**src/sv/skpc_pkg.sv**
```systemverilog
`default_nettype none

package skpc_pkg;

    localparam int CHANNELS_DEF      = 16;
    localparam int FRACTION_BITS_DEF = 16;

    localparam int SAMPLE_W   = 16;
    localparam int CH_W       = 4;
    localparam int VAR_W      = 32;
    localparam int OBS_CFG_W  = 24;
    localparam int APB_W      = 32;
    localparam int PADDR_W    = 3;

    // Word index of the observation noise register (byte address 4*index).
    localparam logic REG_OBS_NOISE = 1'b0;

    // Process noise constants in hundredths; scaled to Q6.F at elaboration.
    localparam int NOISE_COUNT    = 16;
    localparam int NOISE_INT_BITS = 6;
    localparam int NOISE_SCALE    = 100;
    localparam logic [15:0] NOISE_HUNDREDTHS [NOISE_COUNT] = '{
        16'd2560, 16'd1746, 16'd1149, 16'd1558, 16'd2636, 16'd2774, 16'd2441, 16'd3396,
        16'd4014, 16'd2910, 16'd1245, 16'd1159, 16'd1290, 16'd1035, 16'd3754, 16'd2245
    };

    // Round-to-nearest scaling of a constant in hundredths to f fraction bits.
    function automatic logic [63:0] noise_q(input logic [15:0] h, input int f);
        noise_q = ((64'(h) << f) + 64'd50) / 64'(NOISE_SCALE);
    endfunction

endpackage

`default_nettype wire

```
**src/sv/scalar_kalman_per_channel_core.sv**
```systemverilog
// Per-channel scalar Kalman filter.
//
// Input channel (i_in_valid / o_in_stall): one item is a raw sample, the
// previous estimate and a channel number; it is taken at an edge with
// i_in_valid high and o_in_stall low. Output channel (o_out_valid /
// i_out_stall): one item with the new estimate for every input item, in order.
// The APB port holds the observation noise R (Q(24-F).F, Q8.16 at F = 16) at byte address 0.
//
// One item is worked on at a time. The gain comes from a restoring divider
// that yields one quotient bit per cycle, and both products (gain times
// innovation, gain times predicted variance) build up bit-serially behind it,
// so the FRACTION_BITS + 1 divider steps set the time from accept to the next
// accept. o_out_valid rises once the RESULT state has loaded the output register.
// An item with a channel of CHANNELS or above goes from READ straight to RESULT
// and returns the previous estimate unchanged. The result sits in an output
// register, so a stalled receiver does not hold the datapath until the next
// result is due.
//
// Reset restores R to 1.0 and marks every variance entry as 1.0 through a
// per-entry valid bit; no clearing pass is needed and items are taken at once.

`default_nettype none

module scalar_kalman_per_channel_core
    import skpc_pkg::*;
#(
    parameter int CHANNELS      = CHANNELS_DEF,
    parameter int FRACTION_BITS = FRACTION_BITS_DEF
) (
    input  wire logic                       i_clk,
    input  wire logic                       i_rst_n,
    // input items
    input  wire logic                       i_in_valid,
    output logic                            o_in_stall,
    input  wire logic signed [SAMPLE_W-1:0] i_raw_sample,
    input  wire logic signed [SAMPLE_W-1:0] i_previous_estimate,
    input  wire logic        [CH_W-1:0]     i_channel,
    // result items
    output logic                            o_out_valid,
    input  wire logic                       i_out_stall,
    output logic signed      [SAMPLE_W-1:0] o_estimate,
    // configuration
    input  wire logic                       psel,
    input  wire logic                       penable,
    input  wire logic                       pwrite,
    input  wire logic        [PADDR_W-1:0]  paddr,
    input  wire logic        [APB_W-1:0]    pwdata,
    output logic             [APB_W-1:0]    prdata,
    output logic                            pready
);

    localparam int IDX_W   = (CHANNELS > 1) ? $clog2(CHANNELS) : 1;
    localparam int K_W     = FRACTION_BITS + 1;
    localparam int NOISE_W = NOISE_INT_BITS + FRACTION_BITS;
    localparam int OBS_W   = (FRACTION_BITS >= OBS_CFG_W) ? FRACTION_BITS + 1 : OBS_CFG_W;
    localparam int DEN_W   = VAR_W + 1;
    localparam int REM_W   = VAR_W + 2;
    localparam int DIFF_W  = SAMPLE_W + 1;
    localparam int DK_W    = DIFF_W + K_W + 1;
    localparam int ACC_W   = DK_W + 1;
    localparam int KP_W    = VAR_W + K_W;
    localparam int CNT_W   = $clog2(FRACTION_BITS + 1);

    localparam logic [VAR_W-1:0] ONE_VAR  = VAR_W'(64'd1 << FRACTION_BITS);
    localparam logic [OBS_W-1:0] ONE_OBS  = OBS_W'(64'd1 << FRACTION_BITS);
    localparam logic [CNT_W-1:0] LAST_BIT = CNT_W'(FRACTION_BITS);

    typedef enum logic [6:0] {
        S_IDLE   = 7'b0000001,
        S_READ   = 7'b0000010,
        S_PREP   = 7'b0000100,
        S_DIV    = 7'b0001000,
        S_TAIL   = 7'b0010000,
        S_FINISH = 7'b0100000,
        S_RESULT = 7'b1000000
    } t_state;

    t_state r_state, n_state;

    // item context
    logic        [CH_W-1:0]   r_channel;
    logic                     r_skip;
    logic signed [SAMPLE_W-1:0] r_prev;
    logic signed [DIFF_W-1:0] r_diff;

    // prediction and divider
    logic [VAR_W-1:0] r_pt;
    logic [DEN_W-1:0] r_den;
    logic             r_den_zero;
    logic [REM_W-1:0] r_rem;
    logic             r_qbit;
    logic [CNT_W-1:0] r_cnt;

    // bit-serial products and final sum
    logic signed [DK_W-1:0]  r_dk;
    logic        [KP_W-1:0]  r_kp;
    logic signed [ACC_W-1:0] r_acc;

    logic [CHANNELS-1:0] r_valid;
    logic [OBS_W-1:0]    r_obs_noise;

    logic                       r_out_valid;
    logic signed [SAMPLE_W-1:0] r_estimate;

    logic [NOISE_W-1:0] w_noise_rom [NOISE_COUNT];

    logic               w_accept;
    logic               w_in_skip;
    logic               w_out_free;
    logic               w_cfg_we;
    logic [IDX_W-1:0]   w_idx;
    logic [IDX_W-1:0]   w_in_idx;
    logic [VAR_W-1:0]   w_ram_rdata;
    logic [VAR_W-1:0]   w_prior;
    logic [DEN_W-1:0]   w_pt_sum;
    logic [VAR_W-1:0]   w_pt_sat;
    logic               w_bit;
    logic [REM_W-1:0]   w_rem_after;
    logic signed [DK_W-1:0]  w_diff_ext;
    logic signed [DK_W-1:0]  w_dk_add;
    logic [KP_W-1:0]         w_kp_add;
    logic signed [ACC_W-1:0] w_prev_ext;
    logic signed [ACC_W-1:0] w_dk_ext;
    logic [KP_W-1:0]         w_var_full;
    logic [VAR_W-1:0]        w_var_new;
    logic signed [ACC_W-1:0] w_acc_shift;
    logic                    w_round;
    logic signed [SAMPLE_W-1:0] w_est;

    // Process noise constants, fixed at elaboration.
    for (genvar g = 0; g < NOISE_COUNT; g++) begin : g_noise
        assign w_noise_rom[g] = NOISE_W'(noise_q(NOISE_HUNDREDTHS[g], FRACTION_BITS));
    end

    // ---------------------------------------------------------------
    // Handshakes
    // ---------------------------------------------------------------
    assign o_in_stall = (r_state != S_IDLE);
    assign w_accept   = i_in_valid && (r_state == S_IDLE);
    assign w_in_skip  = 32'(i_channel) >= 32'(CHANNELS);
    // Output register can take a new result when empty or being drained.
    assign w_out_free = !r_out_valid || !i_out_stall;

    assign o_out_valid = r_out_valid;
    assign o_estimate  = r_estimate;

    // ---------------------------------------------------------------
    // Configuration port
    // ---------------------------------------------------------------
    assign pready   = 1'b1;
    assign w_cfg_we = psel && penable && pwrite && (paddr[2] == REG_OBS_NOISE);
    assign prdata   = (paddr[2] == REG_OBS_NOISE) ? APB_W'(r_obs_noise) : '0;

    always_ff @(posedge i_clk) begin
        if (!i_rst_n) begin
            r_obs_noise <= ONE_OBS;
        end else if (w_cfg_we) begin
            r_obs_noise <= OBS_W'(pwdata[OBS_CFG_W-1:0]);
        end
    end

    // ---------------------------------------------------------------
    // Variance store: RAM plus a valid bit per entry; an entry never
    // written since reset reads as 1.0.
    // ---------------------------------------------------------------
    assign w_idx    = IDX_W'(r_channel);
    assign w_in_idx = IDX_W'(i_channel);

    skpc_ram #(
        .WIDTH (VAR_W),
        .DEPTH (CHANNELS)
    ) u_var_ram (
        .i_clk   (i_clk),
        .i_we    (r_state == S_FINISH),
        .i_waddr (w_idx),
        .i_wdata (w_var_new),
        .i_re    (w_accept),
        .i_raddr (w_in_idx),
        .o_rdata (w_ram_rdata)
    );

    assign w_prior  = r_valid[w_idx] ? w_ram_rdata : ONE_VAR;

    // Predict: Pt = P + Q, saturating at all ones.
    assign w_pt_sum = DEN_W'(w_prior) + DEN_W'(w_noise_rom[r_channel]);
    assign w_pt_sat = w_pt_sum[VAR_W] ? '1 : w_pt_sum[VAR_W-1:0];

    // ---------------------------------------------------------------
    // Restoring divider step: one gain bit, MSB first. Pt < Pt + R except
    // when R is zero, so the first step yields the integer bit of the gain.
    // A zero denominator forces every bit to zero.
    // ---------------------------------------------------------------
    assign w_bit       = (r_rem >= REM_W'(r_den)) && !r_den_zero;
    assign w_rem_after = w_bit ? (r_rem - REM_W'(r_den)) : r_rem;

    // Horner accumulation of K*(raw - prev) and K*Pt, one registered bit behind.
    assign w_diff_ext = DK_W'(r_diff);
    assign w_dk_add   = r_qbit ? w_diff_ext : DK_W'(0);
    assign w_kp_add   = r_qbit ? KP_W'(r_pt) : KP_W'(0);

    // Estimate sum and new variance (2^F - K) * Pt / 2^F, floored.
    assign w_prev_ext = ACC_W'(r_prev);
    assign w_dk_ext   = ACC_W'(r_dk);
    assign w_var_full = (KP_W'(r_pt) << FRACTION_BITS) - r_kp;
    assign w_var_new  = w_var_full[FRACTION_BITS +: VAR_W];

    // Divide by 2^F toward zero: bump negative sums with a nonzero fraction.
    assign w_acc_shift = r_acc >>> FRACTION_BITS;
    assign w_round     = r_acc[ACC_W-1] && (|r_acc[FRACTION_BITS-1:0]);
    assign w_est       = w_acc_shift[SAMPLE_W-1:0] + SAMPLE_W'(w_round);

    // ---------------------------------------------------------------
    // Sequencer
    // ---------------------------------------------------------------
    always_comb begin
        n_state = r_state;
        unique case (r_state)
            S_IDLE: begin
                if (w_accept) begin
                    n_state = S_READ;
                end
            end
            S_READ: begin
                n_state = r_skip ? S_RESULT : S_PREP;
            end
            S_PREP: begin
                n_state = S_DIV;
            end
            S_DIV: begin
                if (r_cnt == LAST_BIT) begin
                    n_state = S_TAIL;
                end
            end
            S_TAIL: begin
                n_state = S_FINISH;
            end
            S_FINISH: begin
                n_state = S_RESULT;
            end
            S_RESULT: begin
                if (w_out_free) begin
                    n_state = S_IDLE;
                end
            end
            default: begin
                n_state = S_IDLE;
            end
        endcase
    end

    always_ff @(posedge i_clk) begin
        if (!i_rst_n) begin
            r_state     <= S_IDLE;
            r_cnt       <= '0;
            r_valid     <= '0;
            r_out_valid <= 1'b0;
        end else begin
            r_state <= n_state;
            if (r_state == S_PREP) begin
                r_cnt <= '0;
            end else if (r_state == S_DIV) begin
                r_cnt <= r_cnt + 1'b1;
            end
            if (r_state == S_FINISH) begin
                r_valid[w_idx] <= 1'b1;
            end
            if ((r_state == S_RESULT) && w_out_free) begin
                r_out_valid <= 1'b1;
            end else if (!i_out_stall) begin
                r_out_valid <= 1'b0;
            end
        end
    end

    // Datapath registers: loaded by the sequencer, no reset needed.
    always_ff @(posedge i_clk) begin
        if (w_accept) begin
            r_channel <= i_channel;
            r_skip    <= w_in_skip;
            r_prev    <= i_previous_estimate;
            r_diff    <= DIFF_W'(i_raw_sample) - DIFF_W'(i_previous_estimate);
        end
        unique case (r_state)
            S_READ: begin
                // Skipped items leave with the previous estimate as is.
                r_pt  <= w_pt_sat;
                r_acc <= w_prev_ext <<< FRACTION_BITS;
            end
            S_PREP: begin
                r_den      <= DEN_W'(r_pt) + DEN_W'(r_obs_noise);
                r_den_zero <= (r_pt == '0) && (r_obs_noise == '0);
                r_rem      <= REM_W'(r_pt);
                r_qbit     <= 1'b0;
                r_dk       <= '0;
                r_kp       <= '0;
            end
            S_DIV: begin
                r_rem  <= w_rem_after << 1;
                r_qbit <= w_bit;
                r_dk   <= (r_dk <<< 1) + w_dk_add;
                r_kp   <= (r_kp << 1) + w_kp_add;
            end
            S_TAIL: begin
                r_dk <= (r_dk <<< 1) + w_dk_add;
                r_kp <= (r_kp << 1) + w_kp_add;
            end
            S_FINISH: begin
                r_acc <= (w_prev_ext <<< FRACTION_BITS) + w_dk_ext;
            end
            S_RESULT: begin
                if (w_out_free) begin
                    r_estimate <= w_est;
                end
            end
            default: begin
            end
        endcase
    end

endmodule

`default_nettype wire

```
**src/sv/skpc_ram.sv**
```systemverilog
`default_nettype none

module skpc_ram #(
    parameter int WIDTH = 32,
    parameter int DEPTH = 16
) (
    input  wire logic                                   i_clk,
    input  wire logic                                   i_we,
    input  wire logic [((DEPTH > 1) ? $clog2(DEPTH) : 1)-1:0] i_waddr,
    input  wire logic [WIDTH-1:0]                       i_wdata,
    input  wire logic                                   i_re,
    input  wire logic [((DEPTH > 1) ? $clog2(DEPTH) : 1)-1:0] i_raddr,
    output logic      [WIDTH-1:0]                       o_rdata
);

    logic [WIDTH-1:0] r_mem [DEPTH];
    logic [WIDTH-1:0] r_rdata;

    always_ff @(posedge i_clk) begin
        if (i_we) begin
            r_mem[i_waddr] <= i_wdata;
        end
        if (i_re) begin
            r_rdata <= r_mem[i_raddr];
        end
    end

    assign o_rdata = r_rdata;

endmodule

`default_nettype wire

```
**config.mk**
```make
export PLATFORM = sky130hd
export DESIGN_NAME = scalar_kalman_per_channel_core
export DESIGN_NICKNAME = d
export VERILOG_FILES = /design/src/sv/skpc_pkg.sv /design/src/sv/scalar_kalman_per_channel_core.sv /design/src/sv/skpc_ram.sv
export SDC_FILE = /design/constraint.sdc
export NUM_CORES = 1
export LEC_CHECK = 0
export ABC_AREA = 1
export ABC_CLOCK_PERIOD_IN_PS = 15170
export BUFFER_PORTS_ARGS = -buffer_cell sky130_fd_sc_hd__buf_4
export CAP_MARGIN = 20
export CORE_MARGIN = 2
export CORE_UTILIZATION = 25
export CTS_BUF_LIST = sky130_fd_sc_hd__clkbuf_16
export CTS_CLUSTER_SIZE = 12
export DETAILED_ROUTE_END_ITERATION = 10
export HOLD_SLACK_MARGIN = 0.05
export PLACE_DENSITY = 0.46
export SYNTH_ARGS = -nofsm -noshare
export SYNTH_HDL_FRONTEND = slang
export SYNTH_SLANG_ARGS = --single-unit
```
**constraint.sdc**
```tcl
create_clock -name i_clk -period 15.17 [get_ports i_clk]
set_input_delay 3.034 -clock i_clk [delete_from_list [all_inputs] [get_ports i_clk]]
set_output_delay 3.034 -clock i_clk [all_outputs]
set_load 0.1 [all_outputs]
```
Word level (Yosys, flattened, before mapping). Memory sizes are Yosys's and may differ from the RTL's. A register that Yosys moved wholly into a read port is not among the register bits. Cells that the tools add are included. W data, S select, Z words.

Flip-flop bits (word level): 326. Bits in latches: 0. Bits in writable memories: 512. Memory bits (read-only): 352. Input bits: 78. Output and inout port bits: 51. Word-level logic and storage cells: 97. Memories kept: 2.

Add/sub/neg operators: 10. $mul: 0. Div/mod/pow operators: 0. $lt $le $gt $ge: 4. Equality and inequality tests: 13. Shift operators: 0. Multiplexer cells: 24. Bitwise operators: 4. Reductions and logical operators: 23.

Memories: u_var_ram.r_mem (depth 16, width 32, read ports 1, clocked after memory_dff 1, wr ports 1, RTL line skpc_ram.sv:16) `logic [WIDTH-1:0] r_mem [DEPTH];`; (no name shown) (depth 16, width 22, read ports 1, clocked after memory_dff 0, wr ports 0, RTL line scalar_kalman_per_channel_core.sv:185) `assign w_pt_sum = DEN_W'(w_prior) + DEN_W'(w_noise_rom[r_channel]);`.

Operator list (count): $pmux W48 S2 (1); $pmux W36 S2 (1); $pmux W35 S2 (1); $pmux W34 S2 (1); $mux W32 (2); $pmux W7 S7 (1); $add A48 B32 Y48 (1); $sub A48 B48 Y48 (1); $mux W22 (2); $add A32 B35 Y36 (1); $add A35 B35 Y35 (1); $mux W35 (1); $ge A34 B33 Y1 (1); $add A32 B22 Y33 (1); $add A32 B24 Y33 (1); $mux W33 (1); $sub A33 B33 Y33 (1); $logic_not A32 Y1 (1); $logic_not A24 Y1 (1); $mux W24 (1); $mux W7 (3); $sub A16 B16 Y17 (1); $add A16 B1 Y16 (1); $or A16 B16 Y16 (1); 29 further kinds (50).

Logic depth before layout (Yosys ltp). Gate-level depths: netlist of run 1.

Word-level depth: 5. Depth in mapped cells: 26.

Modules after synthesis. Synthesis of run 1 repeated with hierarchy kept, for this count alone.

Cells, all modules: 6019. Area, all modules: 50567.2 sq um.

Modules (own cells, without submodules): scalar_kalman_per_channel_core (times used 1, cells each 3899, area each 27502.6 sq um, seq. area each 9168.8 sq um); skpc_ram (times used 1, cells each 2120, area each 23064.6 sq um, seq. area each 16335.7 sq um).

Least setup slack after synthesis of run 1. No wires, ideal clock.

Kind: input -> output. From: in paddr[2]. To: out prdata[10]. Data arrival time: 4665 ps. Slack: 7471 ps. Stages on the path: 3. Path through: clkbuf_1 -> clkbuf_1 -> nor2_1.

Word-level cells in the longest chain between the ends: 1.

RTL lines: from (decl) (RTL line scalar_kalman_per_channel_core.sv:46) `input wire logic [PADDR_W-1:0] paddr,`; $mux W24 (RTL line scalar_kalman_per_channel_core.sv:152) `assign prdata = (paddr[2] == REG_OBS_NOISE) ? APB_W'(r_obs_noise) : '0;`; to (decl) (RTL line scalar_kalman_per_channel_core.sv:48) `output logic [APB_W-1:0] prdata,`.

Every way passes these cells.

Worst setup path after layout of run 1.
From: in paddr[2]. To: out prdata[15].

The elaborated chain is that of the path after synthesis.

==> metrics.cfg, run 1 <==
[detailed_routing]
dr.pass1.iters = 6
first_iter_violations = 2761
wirelength_mm = 153
vias = 37186
ant_nets = 0
wire_per_inst_um = 19.2
drc = 0
viasPerCell = 4.67

[worst_setup_path]
rr_worst_depth = 19
cp_data_required_time_ns = 12.14
crit_arrival_ns = 3.66
cpMostUsedCell = buf_4
critPathKind = in -> out
cp.depth = 3
path_delay_family = buffers and inverters
worst_setup_path_end_kind = output pin
start_kind = primary input
path_max_fanout = 25
worstPathCellList = buf_4 -> nor2_1 -> buf_4
critPathMaxStageDelay_ns = 0.30
crit_buf_inv = 2
critPathSlowestCell = buf_4

[timing]
finalClockSkew_ns = 0.0509
tightest_slew_ns = 1.11
finalHoldViolCount = 0
worst_slack_ns = 8.47
max_slew_margin_pct = 25.8
max_freq_ghz = 0.149
drv_slew = 0
period_needed_ns = 6.70
setup_viol = 0
hold_ws_ns = 0.469
rsz0062_at_grt = false
tns_ns = 0
period_share_pct = 44.1

[clock_tree]
cts_setup_buffers = 0
clkLatencyLatePin_ns = 0.74
clkTransAtPathRegs_ns = 0.06
htreeDepth = 3
clk_path_buf_depth = 3
cts_tree = done
cts_sinks = 867
ctsHoldBuffers = 0
cts_root_buffer = clkbuf_16
cts_resized = 0
numCtsBuffers = 100

[cells_and_area]
layout-drive-gt1-share_pct = 8.05
seqCellArea_um2 = 25500
finalNetCount = 5670
area.growth.synth_to_final_pct = 14.9
nFillCells = 20191
multiInputGateArea_um2 = 19800
instances_no_fill = 7967
design_area_um2 = 55800
num_antenna_cells = 0

[placed_design]
dp_slack_ns = 8.47
dpl_cell_area_um2 = 52600
dp_cells = 7784
portBuffers = 109
dpl.hpwl_mm = 104
finalWeightedCongestion = 0.949

[die]
die-area_um2 = 198000
initial_utilization_pct = 25.2
rows = 161
coreArea_um2 = 193000
die_h_um = 445
io_pins = 129
die_w_um = 445

[yosys]
yosysTopAreaCell = edfxtp_1
synth-async-reset-ratio_pct = 0
yosysSeqAreaShare_pct = 52.5
avgSynthCellArea_um2 = 9.29
synth_top_cell_area_share_pct = 50.3
syn-cell-area_um2 = 48600
synth_seq_cells = 867
ys_warn_count = 0
ys_types = 61
synth_ff_type = edfxtp_1
syn_inst = 5230
synth_edf_count = 814
synth_area_leaders = edfxtp_1 50%, nand2_1 6.9%, ha_1 5.7%

[global_routing]
antenna_found_initial = 2
grt_pass1_vias = 35817
grt_use_total_pct = 15.1
grt_max_degree = 202
grt.overflow.total = 0
grt_pass1_wl_mm = 227

[min_path]
hp-class = reg -> reg
hold_depth = 2

[status]
status = completed

[job]
max-cap-violations = 0

[pwr]
vdd_ir_drop_max_mv = 0.104
powerDensity_nw_per_um2 = 102
leakage_nw = 22.5

per-layer routing:
layer	global-route usage, %	up-vias	part of all wire, %
li1	-	18291	-
met1	21.1	17880	47
met2	24.4	828	46
met3	1.70	187	4.3
met4	4.52	0	2.6
met5	0	-	0
Yosys cell counts (all sizes together), types with 2 or more instances:
library cell    n
nand3         233
and3            4
fa              7
inv           717
o22ai           3
a211oi          6
clkbuf         99
buf            59
a31o            2
a31oi           9
clkinv          2
conb            2
o211ai        141
nand3b         13
a22oi           2
o21ai         414
nor3b           7
a21boi         13
nor4           31
edfxtp        814
o31ai           5
a21o           26
dfxtp          53
xor2           84
o221ai          6
a21oi         469
o21bai         17
mux2i         128
nor3           60
nand4          58
ha            222
or2            11
nor2          521
xnor2          44
and2            4
o21a           21
nand2         917
logic make-up (layout without fill, tap and decap cells):
family | after synthesis | count (layout) | synth area share, %
multiplexers | 128 | 128 | 2.64
AO/OA/AOI/OAI | 1140 | 1140 | 13.1
other | 2 | 9 | 0.0155
buffers and inverters | 877 | 1081 | 7.11
AND/OR/NAND/NOR | 1859 | 1859 | 16.3
adder cells (fa/ha/maj) | 229 | 229 | 6.00
XOR/XNOR | 128 | 128 | 2.31
flip-flops | 867 | 867 | 52.5
registers in the layout, indices dropped and copies added, names as in the netlist, 24 cells and up:
signal and flops:
r_kp 48, r_den 33, u_var_ram.r_mem 512, r_dk 35, r_acc 33, r_pt 32, u_var_ram.o_rdata 32, r_rem 34
r_obs_noise 24
power by group:
part           switching [W]  internal, W  total (W)  leakage, nW
Combinational       0.000452     0.000205   0.000657         13.3
Clock                0.00104      0.00133    0.00237         1.61
Sequential         0.0000302      0.00265    0.00268         7.64
cell type report:
cell class / instances / area share, %
flip-flops and latches: 867 / 45.7
multi-input cells: 3493 / 35.5
well taps: 2526 / 5.66
inverters: 719 / 4.84
clock buffers: 101 / 4.53
repair buffers: 182 / 2.52
clock inverters: 79 / 1.20
tightest hold or removal path: cells and delay by family (launching register included):
| kind | cells | cell delay [ns] |
|---|---|---|
| flip-flops | 1 | 0.32 |
| AND/OR/NAND/NOR | 2 | 0.12 |
stage by stage:
step	power (W)	utilization [%]
2_1_floorplan	0.00318	-
3_3_place_gp	0.00339	27.3
3_5_place_dp	0.00339	27.3
4_1_cts	0.00579	28.9
5_1_grt	0.00595	29.0
6_report	0.00571	29.0
path summary, 6_finish.rpt:
| path | start | end | slack [ns] |
|---|---|---|---|
| setup / recovery | paddr[2] | prdata[15] | 8.47 |
| setup reg to reg | r_channel[0] | r_pt[22] | 10.30 |
| hold reg to reg | r_valid[15] | r_valid[15] | 0.47 |
| hold / removal | r_valid[15] | r_valid[15] | 0.47 |
placed cells by master (no fill, tap or decap), types with 7 or more instances in the layout:
| cell type | instances |
|---|---|
| nand4_1 | 58 |
| nand2_1 | 886 |
| nor3_1 | 53 |
| o21ai_1 | 9 |
| nand3_2 | 13 |
| buf_4 | 176 |
| nor2_1 | 493 |
| nor3_2 | 7 |
| clkbuf_16 | 101 |
| bufinv_16 | 7 |
| xnor2_1 | 44 |
| o21ai_0 | 403 |
| o21bai_1 | 17 |
| a21o_1 | 26 |
| nand3b_1 | 11 |
| fa_1 | 7 |
| xor2_1 | 78 |
| o211ai_1 | 141 |
| nand2_2 | 26 |
| a21oi_1 | 468 |
| o21a_1 | 21 |
| nor2_2 | 12 |
| a21boi_0 | 13 |
| dfxtp_1 | 53 |
| inv_2 | 11 |
| edfxtp_1 | 814 |
| mux2i_1 | 128 |
| nor2_4 | 16 |
| inv_1 | 721 |
| conb_1 | 9 |
| nand3_1 | 219 |
| ha_1 | 222 |
| nor4_1 | 30 |
| clkinv_2 | 15 |
| clkinv_1 | 27 |
| a31oi_1 | 9 |
| or2_2 | 10 |
Note: power is estimated with default switching activity, not from simulation.
==> run 2: changes to the inputs <==
- ABC_CLOCK_PERIOD_IN_PS: 15170 -> 5550
- PLACE_DENSITY: 0.46 -> 0.47
- clock period: 15.17 -> 5.55 ns (I/O delays scaled with it)
==> metrics.cfg, run 2 (synthesized netlist as in run 1, its figures left out) <==
[status]
status = completed

[clock_tree]
cts_resized = 0  ; unchanged
cts_sinks = 867  ; unchanged
cts_tree = done
cts_root_buffer = clkbuf_16
clkLatencyLatePin_ns = 0.73  ; about the same
ctsHoldBuffers = 0  ; unchanged
clkTransAtPathRegs_ns = 0.06  ; about the same
cts_setup_buffers = 0  ; unchanged
htreeDepth = 3  ; unchanged
clk_path_buf_depth = 3  ; unchanged
numCtsBuffers = 98  ; -2.0%

[timing]
drv_slew = 0  ; unchanged
period_needed_ns = 4.37
setup_viol = 0  ; unchanged
tns_ns = 0  ; unchanged
worst_slack_ns = 1.18  ; -7.29 ns
finalClockSkew_ns = 0.0432  ; -0.00765 ns
rsz0062_at_grt = false
finalHoldViolCount = 0  ; unchanged
tightest_slew_ns = 1.10  ; -0.00542 ns
max_slew_margin_pct = 26.3  ; +0.53 points
max_freq_ghz = 0.229
period_share_pct = 78.8

[cells_and_area]
layout-drive-gt1-share_pct = 7.81  ; -0.24 points
num_antenna_cells = 0  ; unchanged
final_cell_mix = 886 x nand2_1, 814 x edfxtp_1, 724 x inv_1
finalNetCount = 5667  ; -0.053%
nFillCells = 20118  ; -0.36%
reg_top3 = u_var_ram.r_mem x512, r_kp x48, r_dk x35
final_common_cell = nand2_1
area.growth.synth_to_final_pct = 14.8  ; about the same
fin_util_pct = 28.9  ; about the same
top_register = u_var_ram.r_mem
largest_register_ffs = 512  ; unchanged

[die]
io_pins = 129  ; unchanged
die_h_um = 445  ; unchanged
coreArea_um2 = 193000  ; unchanged
initial_utilization_pct = 25.2  ; unchanged
die_w_um = 445  ; unchanged
rows = 161  ; unchanged
die-area_um2 = 198000  ; unchanged

[placed_design]
portBuffers = 109  ; unchanged
dp_slack_ns = 1.22  ; -7.24 ns
dpl.hpwl_mm = 106  ; +2.2%
finalWeightedCongestion = 0.906  ; -4.5%

[global_routing]
grt_pass1_wl_mm = 227  ; -0.32%
grt_max_degree = 133  ; -34%
grt.overflow.total = 0  ; unchanged
grt_pass1_vias = 35775  ; -0.12%
met3_usage_pct = 1.80  ; +0.10 points
grt_use_total_pct = 15.0  ; -0.059 points
grtUsageMet1_pct = 21.7  ; +0.60 points
antenna_found_initial = 9  ; +7
grt_use_met2_pct = 23.8  ; -0.60 points
grt-busiest-layer = met2

[worst_setup_path]
critPathKind = reg -> reg
worst_setup_path_end_kind = register
cp_data_required_time_ns = 6.09  ; -6.05 ns
crit_arrival_ns = 4.91  ; +1.25 ns
critPathSlowestCell = edfxtp_1
critPathMaxStageDelay_ns = 0.76  ; +0.46 ns
start_kind = register
worstPathCellList = inv_1 -> nor2_1 -> nand2_1 -> nand2_2 -> nor2_4 -> buf_4 -> or2_2 -> ha_1 -> nand4_1 -> nor2_1 -> nand4_1 -> nand3_1 -> nand4_1 -> nand2_2 -> nand3_4 -> nand3_1
crit_buf_inv = 2  ; unchanged
path_max_fanout = 30  ; +20%
path_delay_family = simple AND/OR/NAND/NOR gates
cpMostUsedCell = nand4_1

[detailed_routing]
vias = 37129  ; -0.15%
wirelength_mm = 152  ; -0.80%
dr.pass1.iters = 5  ; -1
first_iter_violations = 2794  ; +1.2%
ant_nets = 0  ; unchanged
wire_per_inst_um = 19.1  ; -0.64%
drc = 0  ; unchanged
viasPerCell = 4.67  ; about the same

[pwr]
vdd_ir_drop_max_mv = 0.230  ; +120%
powerDensity_nw_per_um2 = 280  ; +170%
leakage_nw = 22.5  ; about the same

[min_path]
hp-class = reg -> reg

[job]
max-cap-violations = 0  ; unchanged

==> run 2: cell count changes in the layout (fill, tap and decap cells not counted), sizes merged <==
cell | previous run | this run
buf | 182 | 181
clkinvlp | 4 | 5
bufinv | 7 | 13
clkinv | 52 | 37
inv | 735 | 733
clkbuf | 101 | 99
==> run 2: worst min-delay path, stage by stage, from the launching register on <==
cell and delay, ns:
dfxtp_1 0.33, nor2_1 0.05, nor2_1 0.06
==> run 2: power by group <==
part	switching, W	total, W	internal [W]
clock network	0.00270	0.00653	0.00382
registers	0.0000920	0.00735	0.00726
logic	0.00122	0.00178	0.000562
total	0.00401	0.0157	0.0116
==> run 2: through the flow <==
step	instance area, um^2	instances	hold WS, ns	power, W
floorplan	48600	5237	0.440	0.00868
global placement	52500	7776	0.450	0.00926
detailed placement	52500	7779	0.461	0.00926
CTS	55700	7947	0.476	0.0159
global route	55800	7954	0.499	0.0163
finish	55800	7954	0.472	0.0157
==> run 2: final cells by class <==
cell class	count	area (um^2)	area share [%]
Clock buffer	99	2480	4.44
Sequential cell	867	25500	45.7
Timing Repair Buffer	181	1460	2.61
Tap cell	2526	3160	5.66
Multi-Input combinational cell	3493	19800	35.5
Clock inverter	69	707	1.27
Inverter	719	2700	4.84
==> run 2: per-layer routing <==
layer,share of wire (%),vias to the layer above
li1,-,18276
met1,49,17852
met2,45,838
met3,4.8,163
met4,1.9,0
met5,0,-
==> run 2: final timing paths <==
| kind | from | endpoint | slack, ns | depth (start not counted) |
|---|---|---|---|---|
| min | r_valid[14] | r_valid[14] | 0.47 | 2 |
| max | r_channel[3] | r_pt[30] | 1.18 | 16 |
| min reg2reg | r_valid[14] | r_valid[14] | 0.47 | 2 |
| max reg2reg | r_channel[3] | r_pt[30] | 1.18 | 16 |
